--- config.mk ---
export PLATFORM = sky130hd
export DESIGN_NAME = multi_sender_replay_window
export DESIGN_NICKNAME = d
export VERILOG_FILES = /design/src/rtl/core/mrw_pkg.sv /design/src/rtl/core/mrw_ctrl.sv /design/src/rtl/core/mrw_dp.sv /design/src/rtl/core/multi_sender_replay_window.sv
export SDC_FILE = /design/constraint.sdc
export NUM_CORES = 2
export LEC_CHECK = 0
export ABC_CLOCK_PERIOD_IN_PS = 13900
export BUFFER_PORTS_ARGS = -buffer_cell sky130_fd_sc_hd__buf_2
export CORE_ASPECT_RATIO = 2
export CORE_MARGIN = 2
export CORE_UTILIZATION = 39
export DETAILED_ROUTE_END_ITERATION = 10
export GPL_TIMING_DRIVEN = 0
export SLEW_MARGIN = 20
export SYNTH_ARGS = -nofsm -noshare
export SYNTH_HDL_FRONTEND = slang
export SYNTH_HIERARCHICAL = 1
export SYNTH_SLANG_ARGS = --single-unit
export TNS_END_PERCENT = 50
--- constraint.sdc ---
create_clock -name clk -period 13.9 [get_ports clk]
set_input_delay 1.39 -clock clk [delete_from_list [all_inputs] [get_ports clk]]
set_output_delay 1.39 -clock clk [all_outputs]
set_load 0.01 [all_outputs]
--- src/rtl/core/mrw_pkg.sv ---
package mrw_pkg;

	localparam int unsigned SENDER_SLOTS_DEF = 8;
	localparam int unsigned WIN_BITS = 64;
	localparam logic [31:0] EVICT_IDLE_RST = 32'd60000;

	localparam logic CMD_CHECK = 1'b0;
	localparam logic CMD_CLEAN = 1'b1;

	typedef enum logic [1:0] {
		VERDICT_ACCEPT = 2'd0,
		VERDICT_DUP    = 2'd1,
		VERDICT_BELOW  = 2'd2,
		VERDICT_NOSLOT = 2'd3
	} verdict_t;

	typedef struct packed {
		logic        command;
		logic [31:0] source_address;
		logic [63:0] packet_counter;
		logic [31:0] time_now_ms;
	} mrw_req_t;

	typedef struct packed {
		logic [1:0]  verdict;
		logic        table_dirty;
		logic        slot_evicted;
		logic [31:0] eviction_count;
		logic [31:0] denied_count;
	} mrw_rsp_t;

	// controller to datapath
	typedef struct packed {
		logic req_load;
		logic scan_run;
		logic decide;
		logic diff;
		logic update;
		logic clean;
		logic rsp_load;
	} mrw_cmd_t;

	// datapath to controller
	typedef struct packed {
		logic req_clean;
		logic hit;
		logic last;
		logic deny;
		logic out_free;
	} mrw_status_t;

endpackage

--- src/rtl/core/mrw_ctrl.sv ---
module mrw_ctrl (
	input  logic               clk,
	input  logic               arst_n,
	input  logic               req_valid,
	output logic               req_ready,
	input  mrw_pkg::mrw_status_t st,
	output mrw_pkg::mrw_cmd_t    cmd
);
	import mrw_pkg::*;

	typedef enum logic [2:0] {
		ST_IDLE,
		ST_SCAN,
		ST_DECIDE,
		ST_DIFF,
		ST_UPDATE,
		ST_CLEAN,
		ST_RESULT
	} state_t;

	state_t state_q;
	logic   req_ready_q;
	logic   accept;

	assign req_ready = req_ready_q;
	assign accept    = req_ready_q && req_valid;

	always_comb begin
		cmd          = '0;
		cmd.req_load = accept;
		case (state_q)
			ST_SCAN:   cmd.scan_run = 1'b1;
			ST_DECIDE: cmd.decide   = 1'b1;
			ST_DIFF:   cmd.diff     = 1'b1;
			ST_UPDATE: cmd.update   = 1'b1;
			ST_CLEAN:  cmd.clean    = 1'b1;
			ST_RESULT: cmd.rsp_load = st.out_free;
			default:   cmd.scan_run = 1'b0;
		endcase
	end

	always_ff @(posedge clk or negedge arst_n) begin
		if (!arst_n) begin
			state_q     <= ST_IDLE;
			req_ready_q <= 1'b1;
		end else begin
			case (state_q)
				ST_IDLE: begin
					if (accept) begin
						req_ready_q <= 1'b0;
						state_q     <= st.req_clean ? ST_CLEAN : ST_SCAN;
					end
				end
				ST_SCAN: begin
					if (st.hit) begin
						state_q <= ST_DIFF;
					end else if (st.last) begin
						state_q <= ST_DECIDE;
					end
				end
				ST_DECIDE: state_q <= st.deny ? ST_RESULT : ST_DIFF;
				ST_DIFF:   state_q <= ST_UPDATE;
				ST_UPDATE: state_q <= ST_RESULT;
				ST_CLEAN:  state_q <= ST_RESULT;
				ST_RESULT: begin
					if (st.out_free) begin
						state_q     <= ST_IDLE;
						req_ready_q <= 1'b1;
					end
				end
				default: begin
					state_q     <= ST_IDLE;
					req_ready_q <= 1'b1;
				end
			endcase
		end
	end

endmodule

--- src/rtl/core/mrw_dp.sv ---
module mrw_dp #(
	parameter int unsigned SENDER_SLOTS = mrw_pkg::SENDER_SLOTS_DEF
) (
	input  logic                 clk,
	input  logic                 arst_n,
	input  mrw_pkg::mrw_cmd_t    cmd,
	output mrw_pkg::mrw_status_t st,
	input  mrw_pkg::mrw_req_t    req_data,
	output logic                 rsp_valid,
	input  logic                 rsp_ready,
	output mrw_pkg::mrw_rsp_t    rsp_data,
	input  logic                 cfg_we,
	input  logic [31:0]          cfg_wdata
);
	import mrw_pkg::*;

	localparam int unsigned IDX_W = (SENDER_SLOTS > 1) ? $clog2(SENDER_SLOTS) : 1;
	localparam int unsigned CNT_W = $clog2(SENDER_SLOTS + 1);

	typedef struct packed {
		logic [31:0]         src;
		logic [63:0]         hw;
		logic [WIN_BITS-1:0] win;
		logic [31:0]         last;
	} entry_t;

	entry_t mem [SENDER_SLOTS];

	// control state
	logic [CNT_W-1:0]        scan_cnt_q;
	logic                    rd_vld_s1;
	logic [SENDER_SLOTS-1:0] used_q;
	logic                    dirty_q;
	logic [31:0]             evict_cnt_q;
	logic [31:0]             deny_cnt_q;
	logic [31:0]             cfg_q;
	logic                    rsp_valid_q;

	// payload
	mrw_req_t            req_q;
	entry_t              rd_s1;
	logic [IDX_W-1:0]    rd_idx_s1;
	logic [IDX_W-1:0]    slot_q;
	logic                new_q;
	logic                evicted_q;
	logic [63:0]         hw_q;
	logic [WIN_BITS-1:0] win_q;
	logic [IDX_W-1:0]    oldest_idx_q;
	logic [31:0]         oldest_age_q;
	logic                up_s2;
	logic [63:0]         d_s2;
	logic [1:0]          verdict_q;
	mrw_rsp_t            rsp_q;

	logic                rd_en;
	logic                eval;
	logic                slot_free;
	logic                src_match;
	logic [31:0]         age;
	logic                deny;
	logic                dirty_set;
	logic                ctr_gt;
	entry_t              wr_entry;
	logic [1:0]          upd_verdict;
	logic [6:0]          dm1;
	logic [WIN_BITS-1:0] bit_mask;
	logic                d_big;
	logic                d_exact;

	assign rd_en     = cmd.scan_run && (scan_cnt_q < CNT_W'(SENDER_SLOTS));
	assign eval      = rd_vld_s1 && cmd.scan_run;
	assign slot_free = !used_q[rd_idx_s1];
	assign src_match = rd_s1.src == req_q.source_address;
	assign age       = req_q.time_now_ms - rd_s1.last;
	assign deny      = oldest_age_q < cfg_q;
	assign ctr_gt    = req_q.packet_counter > hw_q;

	assign st.req_clean = req_data.command == CMD_CLEAN;
	assign st.hit       = eval && (slot_free || src_match);
	assign st.last      = eval && (rd_idx_s1 == IDX_W'(SENDER_SLOTS - 1));
	assign st.deny      = deny;
	assign st.out_free  = !rsp_valid_q || rsp_ready;

	// window arithmetic on the registered difference
	assign dm1      = d_s2[6:0] - 7'd1;
	assign bit_mask = WIN_BITS'(1) << dm1[5:0];
	assign d_big    = (|d_s2[63:7]) || (d_s2[6:0] > 7'd64);
	assign d_exact  = d_s2 == 64'd64;

	always_comb begin
		wr_entry.src  = req_q.source_address;
		wr_entry.hw   = hw_q;
		wr_entry.win  = win_q;
		wr_entry.last = req_q.time_now_ms;
		upd_verdict   = VERDICT_ACCEPT;
		dirty_set     = 1'b0;
		if (new_q) begin
			wr_entry.hw  = req_q.packet_counter;
			wr_entry.win = '0;
			dirty_set    = 1'b1;
		end else if (up_s2) begin
			wr_entry.hw = req_q.packet_counter;
			dirty_set   = 1'b1;
			if (d_big) begin
				wr_entry.win = '0;
			end else if (d_exact) begin
				wr_entry.win = {1'b1, {(WIN_BITS-1){1'b0}}};
			end else begin
				wr_entry.win = (win_q << d_s2[5:0]) | bit_mask;
			end
		end else if (d_s2 == 64'd0) begin
			upd_verdict = VERDICT_DUP;
		end else if (d_big) begin
			upd_verdict = VERDICT_BELOW;
		end else if (|(win_q & bit_mask)) begin
			upd_verdict = VERDICT_DUP;
		end else begin
			wr_entry.win = win_q | bit_mask;
		end
	end

	// slot table, one write and one registered read a cycle
	always_ff @(posedge clk) begin
		if (cmd.update) begin
			mem[slot_q] <= wr_entry;
		end
		if (rd_en) begin
			rd_s1 <= mem[scan_cnt_q[IDX_W-1:0]];
		end
	end

	always_ff @(posedge clk) begin
		if (cmd.req_load) begin
			req_q <= req_data;
		end
		rd_idx_s1 <= scan_cnt_q[IDX_W-1:0];
		if (st.hit) begin
			slot_q    <= rd_idx_s1;
			new_q     <= slot_free;
			evicted_q <= 1'b0;
			hw_q      <= rd_s1.hw;
			win_q     <= rd_s1.win;
		end else if (cmd.decide) begin
			slot_q    <= oldest_idx_q;
			new_q     <= 1'b1;
			evicted_q <= !deny;
		end else if (cmd.clean) begin
			evicted_q <= 1'b0;
		end
		if (eval && !st.hit && (rd_idx_s1 == IDX_W'(0) || age > oldest_age_q)) begin
			oldest_idx_q <= rd_idx_s1;
			oldest_age_q <= age;
		end
		if (cmd.diff) begin
			up_s2 <= ctr_gt;
			d_s2  <= ctr_gt ? req_q.packet_counter - hw_q : hw_q - req_q.packet_counter;
		end
		if (cmd.update) begin
			verdict_q <= upd_verdict;
		end else if (cmd.decide) begin
			verdict_q <= VERDICT_NOSLOT;
		end else if (cmd.clean) begin
			verdict_q <= VERDICT_ACCEPT;
		end
		if (cmd.rsp_load) begin
			rsp_q.verdict        <= verdict_q;
			rsp_q.table_dirty    <= dirty_q;
			rsp_q.slot_evicted   <= evicted_q;
			rsp_q.eviction_count <= evict_cnt_q;
			rsp_q.denied_count   <= deny_cnt_q;
		end
	end

	always_ff @(posedge clk or negedge arst_n) begin
		if (!arst_n) begin
			scan_cnt_q  <= '0;
			rd_vld_s1   <= 1'b0;
			used_q      <= '0;
			dirty_q     <= 1'b0;
			evict_cnt_q <= '0;
			deny_cnt_q  <= '0;
			cfg_q       <= EVICT_IDLE_RST;
			rsp_valid_q <= 1'b0;
		end else begin
			if (cfg_we) begin
				cfg_q <= cfg_wdata;
			end
			if (cmd.req_load) begin
				scan_cnt_q <= '0;
			end else if (rd_en) begin
				scan_cnt_q <= scan_cnt_q + CNT_W'(1);
			end
			rd_vld_s1 <= rd_en;
			if (cmd.update) begin
				used_q[slot_q] <= 1'b1;
			end
			if (cmd.clean) begin
				dirty_q <= 1'b0;
			end else if (cmd.update && dirty_set) begin
				dirty_q <= 1'b1;
			end
			if (cmd.decide) begin
				if (deny) begin
					deny_cnt_q <= deny_cnt_q + 32'd1;
				end else begin
					evict_cnt_q <= evict_cnt_q + 32'd1;
				end
			end
			if (cmd.rsp_load) begin
				rsp_valid_q <= 1'b1;
			end else if (rsp_ready) begin
				rsp_valid_q <= 1'b0;
			end
		end
	end

	assign rsp_valid = rsp_valid_q;
	assign rsp_data  = rsp_q;

endmodule

--- src/rtl/core/multi_sender_replay_window.sv ---
// sequence: a check scans the slots in order until its sender or a free slot is found, then
// compares counters and updates the window; with no match in a full table it first decides
// on a recycle, and a refused recycle goes straight to the result; a mark-clean beat skips the scan
// throughput: one beat at a time, set by the slot scan that reads one table row a cycle;
// a finished result waits in the output register while the next beat is taken
// reset: asynchronous, all slots free, counts and dirty flag zero, idle limit 60000 ms
module multi_sender_replay_window #(
	parameter int unsigned SENDER_SLOTS = mrw_pkg::SENDER_SLOTS_DEF
) (
	input  logic              clk,
	input  logic              arst_n,
	// check / mark-clean beats
	input  logic              req_valid,
	output logic              req_ready,
	input  mrw_pkg::mrw_req_t req_data,
	// result beats
	output logic              rsp_valid,
	input  logic              rsp_ready,
	output mrw_pkg::mrw_rsp_t rsp_data,
	// minimum idle time before a slot may be recycled
	input  logic              cfg_we,
	input  logic [31:0]       cfg_wdata
);
	import mrw_pkg::*;

	mrw_cmd_t    cmd;
	mrw_status_t st;

	// sequencer: scan, eviction decision, counter compare, window update, mark-clean, result
	mrw_ctrl u_ctrl (
		.clk       (clk),
		.arst_n    (arst_n),
		.req_valid (req_valid),
		.req_ready (req_ready),
		.st        (st),
		.cmd       (cmd)
	);

	// slot store, oldest-slot tracking, window arithmetic and the wrapping counts
	mrw_dp #(
		.SENDER_SLOTS (SENDER_SLOTS)
	) u_dp (
		.clk       (clk),
		.arst_n    (arst_n),
		.cmd       (cmd),
		.st        (st),
		.req_data  (req_data),
		.rsp_valid (rsp_valid),
		.rsp_ready (rsp_ready),
		.rsp_data  (rsp_data),
		.cfg_we    (cfg_we),
		.cfg_wdata (cfg_wdata)
	);

endmodule

==> flow_metrics.py <==
metrics = {
    "floorplan": {
        "initial_utilization_pct": 39.2,
        "dieArea_um2": 260000,
        "die_y_um": 719,
        "rows": 262,
        "core_area_um2": 254000,
        "io_pins": 236,
        "die_w_um": 361,
    },
    "yosys": {
        "ys_seq_elements": 2277,
        "synth_area_um2": 99600,
        "synth-seq-area-share_pct": 68.0,
        "synth-edff-count": 2158,
        "ys.flop_type": "edfxtp_1",
        "avgSynthCellArea_um2": 16.1,
        "syn_nets": 6560,
        "yosysWarnings": 6,
        "async_flop_share_pct": 5.05,
        "netlist_instances": 6167,
        "synth_cell_types": 102,
    },
    "worst_setup_path": {
        "worst_setup_path_end_kind": "flip-flop",
        "cp_slowest_cell": "nor4_1",
        "cp.arrival_ns": 7.17,
        "crit_family": "compound AO/OA/AOI/OAI gates",
        "crit_buf_inv": 3,
        "required_ns": 14.45,
        "critPathLaunchType": "flip-flop",
        "worstPathCellList": "inv_1 > ha_1 > inv_1 > fa_1 > a211oi_1 > o211ai_1 > nand3_1 > o211ai_1 > a31oi_1 > o41ai_1 > a211oi_1 > o21bai_1 > a21oi_1 > xnor2_1 > ha_1 > nand4_1 > nor4_1 > o21ai_0 > a21oi_4 > buf_16",
        "max_stage_delay_ns": 0.86,
        "worst-path-max-fanout": 23,
        "crit_type": "reg2reg",
    },
    "timing": {
        "worst_pin_slew_ns": 1.26,
        "setup_ws_ns": 7.28,
        "slew_headroom_pct": 15.3,
        "finalSetupTns_ns": 0,
        "holdWs_ns": 0.385,
        "max_freq_mhz": 151,
        "grt_setup_unrepaired": "false",
        "finClkSkew_ns": 0.0723,
        "hold_viol": 0,
        "finalCritPeriodShare_pct": 47.6,
        "slew_violations": 0,
        "finalSetupViolations": 0,
        "fin_crit_ns": 6.62,
    },
    "routing": {
        "wl_um": 321000,
        "vias": 58200,
        "wl_per_cell_um": 31.4,
        "drt_iter0_drc": 4743,
        "ant_nets": 0,
        "drc_errors": 0,
        "drtPass1Iterations": 6,
        "vias_per_cell": 5.70,
    },
    "power": {
        "ir_worst_vdd_mv": 0.136,
        "cellPowerDensity_nw_per_um2": 159,
        "power_leakage_nw": 38.6,
        "power.total_mw": 18.2,
    },
    "global_routing": {
        "antenna_found_initial": 15,
        "grt_start_max_net_pins": 67,
        "grt_pass1_vias": 60500,
        "grt_pass1_wl_um": 453000,
        "grt_usage_pct": 24.5,
        "gr-total-overflow": 0,
    },
    "final_layout": {
        "finalNetCount": 7149,
        "fillCellCount": 22300,
        "fin_area_um2": 114000,
        "register_area_um2": 67800,
        "drive_gt1_share_pct": 22.4,
        "multi_input_area_um2": 29600,
        "final_cell_count_no_fill": 10200,
        "area_growth_pct": 15.0,
        "fin_util_pct": 45.0,
    },
    "clock_tree": {
        "postCtsHoldBufs": 0,
        "clock_sinks": 2277,
        "cts_made_buffers": 194,
        "clk_latency_ns": 0.89,
        "cts_resized": 0,
        "clk_pin_slew_worst_paths_ns": 0.07,
        "htreeDepth": 4,
        "cts_max_path_buffers": 4,
        "post-cts-setup-buffers": 0,
        "cts_tree": "built",
        "clock-root-buffer": "clkbuf_16",
    },
    "place": {
        "numPortBuffers": 233,
        "place_ws_ns": 7.12,
        "hpwl_um": 240000,
        "postPlaceCellArea_um2": 108000,
        "globalplace.congestion": 1.00,
        "dp.cells": 9859,
    },
    "job": {
        "drv_cap": 0,
    },
    "worst_hold_path": {
        "hold_path.class": "reg2reg",
    },
    "outcome": {
        "status": "completed",
    },
}
## cells by family after synthesis
group,synth area share [%]
DFF,68.0
and+or+nand+nor,5.23
adders and majority gates,2.87
buffers and inverters,2.43
AOI/OAI and AO/OA,6.49
xor gates and xnor gates,1.66
muxes,13.3
## layout make-up
type	instances	area share [%]
Sequential cell	2277	59.2
Multi-Input combinational cell	3306	25.9
Clock buffer	244	4.53
Timing Repair Buffer	393	3.86
Tap cell	3300	3.61
Buffer	309	1.24
Inverter	275	0.902
Clock inverter	97	0.793
Antenna cell	8	0.0175
## report_power, final
group | internal, mW | switching (mW)
clock | 2.91 | 2.45
sequential | 8.34 | 0.266
combinational | 1.74 | 2.47
## registers in the layout, summed over array words and instances, names as in the netlist, 3 cells and up
name	flops
u_dp/win_q	64
u_ctrl/state_q	3
u_dp/d_s2	64
u_dp/evict_cnt_q	32
u_dp/rd_idx_s1	3
u_dp/oldest_idx_q	3
u_dp/scan_cnt_q	4
u_dp/rsp_data	68
u_dp/rd_s1	192
u_dp/slot_q	3
u_dp/mem	1536
u_dp/cfg_q	32
u_dp/hw_q	64
u_dp/req_q	128
u_dp/used_q	8
u_dp/deny_cnt_q	32
u_dp/oldest_age_q	32
## worst register-to-register path: stages (launching register included)
cell	delay [ns]
edfxtp_1	0.51
inv_1	0.10
ha_1	0.21
inv_1	0.07
fa_1	0.42
a211oi_1	0.35
o211ai_1	0.29
nand3_1	0.16
o211ai_1	0.20
a31oi_1	0.31
o41ai_1	0.19
a211oi_1	0.56
o21bai_1	0.12
a21oi_1	0.19
xnor2_1	0.11
ha_1	0.32
nand4_1	0.13
nor4_1	0.86
o21ai_0	0.34
a21oi_4	0.61
buf_16	0.26
## cells in the mapped netlist, drive strengths merged, types with 12 or more instances
master / number / share of area, %
mux2: 216 / 2.4
a221oi: 12 / 0.13
and4: 12 / 0.11
nor4: 31 / 0.19
nand3: 64 / 0.32
nand4: 79 / 0.52
nor3: 59 / 0.31
mux4: 449 / 10
a21o: 55 / 0.41
o22ai: 19 / 0.12
clkbuf: 145 / 0.55
and3: 28 / 0.18
mux2i: 67 / 0.67
nor2: 276 / 1.1
inv: 275 / 1.0
nand2: 432 / 1.6
o21bai: 39 / 0.31
a21oi: 332 / 1.7
nand2b: 27 / 0.19
xnor2: 132 / 1.2
o21a: 32 / 0.24
dfrtp: 107 / 2.7
a311oi: 24 / 0.21
xor2: 57 / 0.50
buf: 164 / 0.84
nor2b: 31 / 0.19
and2: 19 / 0.12
o211ai: 24 / 0.18
o21ai: 305 / 1.5
ha: 224 / 2.8
a211oi: 48 / 0.37
a31oi: 36 / 0.23
edfxtp: 2158 / 65
or2: 19 / 0.12
## routing by layer
| layer | up-vias | track usage (%) | part of all wire, % |
|---|---|---|---|
| li1 | 25300 | - | - |
| met5 | - | 0 | 0.011 |
| met2 | 1885 | 46.4 | 55 |
| met4 | 6 | 15.7 | 7.4 |
| met1 | 30300 | 25.7 | 34 |
| met3 | 768 | 2.45 | 3.7 |
## layout by cell type (no fill, tap or decap), drive strengths merged, types with 24 or more instances in the layout
cell    Yosys  final
clkinv      0     67
a211oi     48     48
nor3       59     59
nand4      79     79
a31oi      36     36
and3       28     28
nor4       31     31
a21o       55     55
nand3      64     64
nor2      276    276
dfrtp     107    107
inv       275    284
a21oi     332    332
mux4      449    449
o21bai     39     39
edfxtp   2158   2158
o21ai     305    305
nor2b      31     31
clkbuf    145    394
ha        224    224
buf       164    552
nand2b     27     27
o21a       32     32
mux2      216    216
xnor2     132    132
mux2i      67     67
nand2     432    432
xor2       57     57
a311oi     24     24
o211ai     24     24
## path summary, 6_finish.rpt
path                       cells past startpoint  slack, ns                    end                from
max                                           20       7.28  u_dp/oldest_age_q[16]       u_dp/req_q[0]
min                                            0       0.39      u_dp/rd_idx_s1[2]  u_dp/scan_cnt_q[2]
max reg2reg                                   20       7.28  u_dp/oldest_age_q[16]       u_dp/req_q[0]
min reg2reg                                    0       0.39      u_dp/rd_idx_s1[2]  u_dp/scan_cnt_q[2]
max in group asynchronous                      2      12.71       u_ctrl/req_ready              arst_n
min in group asynchronous                      1       0.44         u_dp/rsp_valid              arst_n
Power figures use the tool's default switching activity.
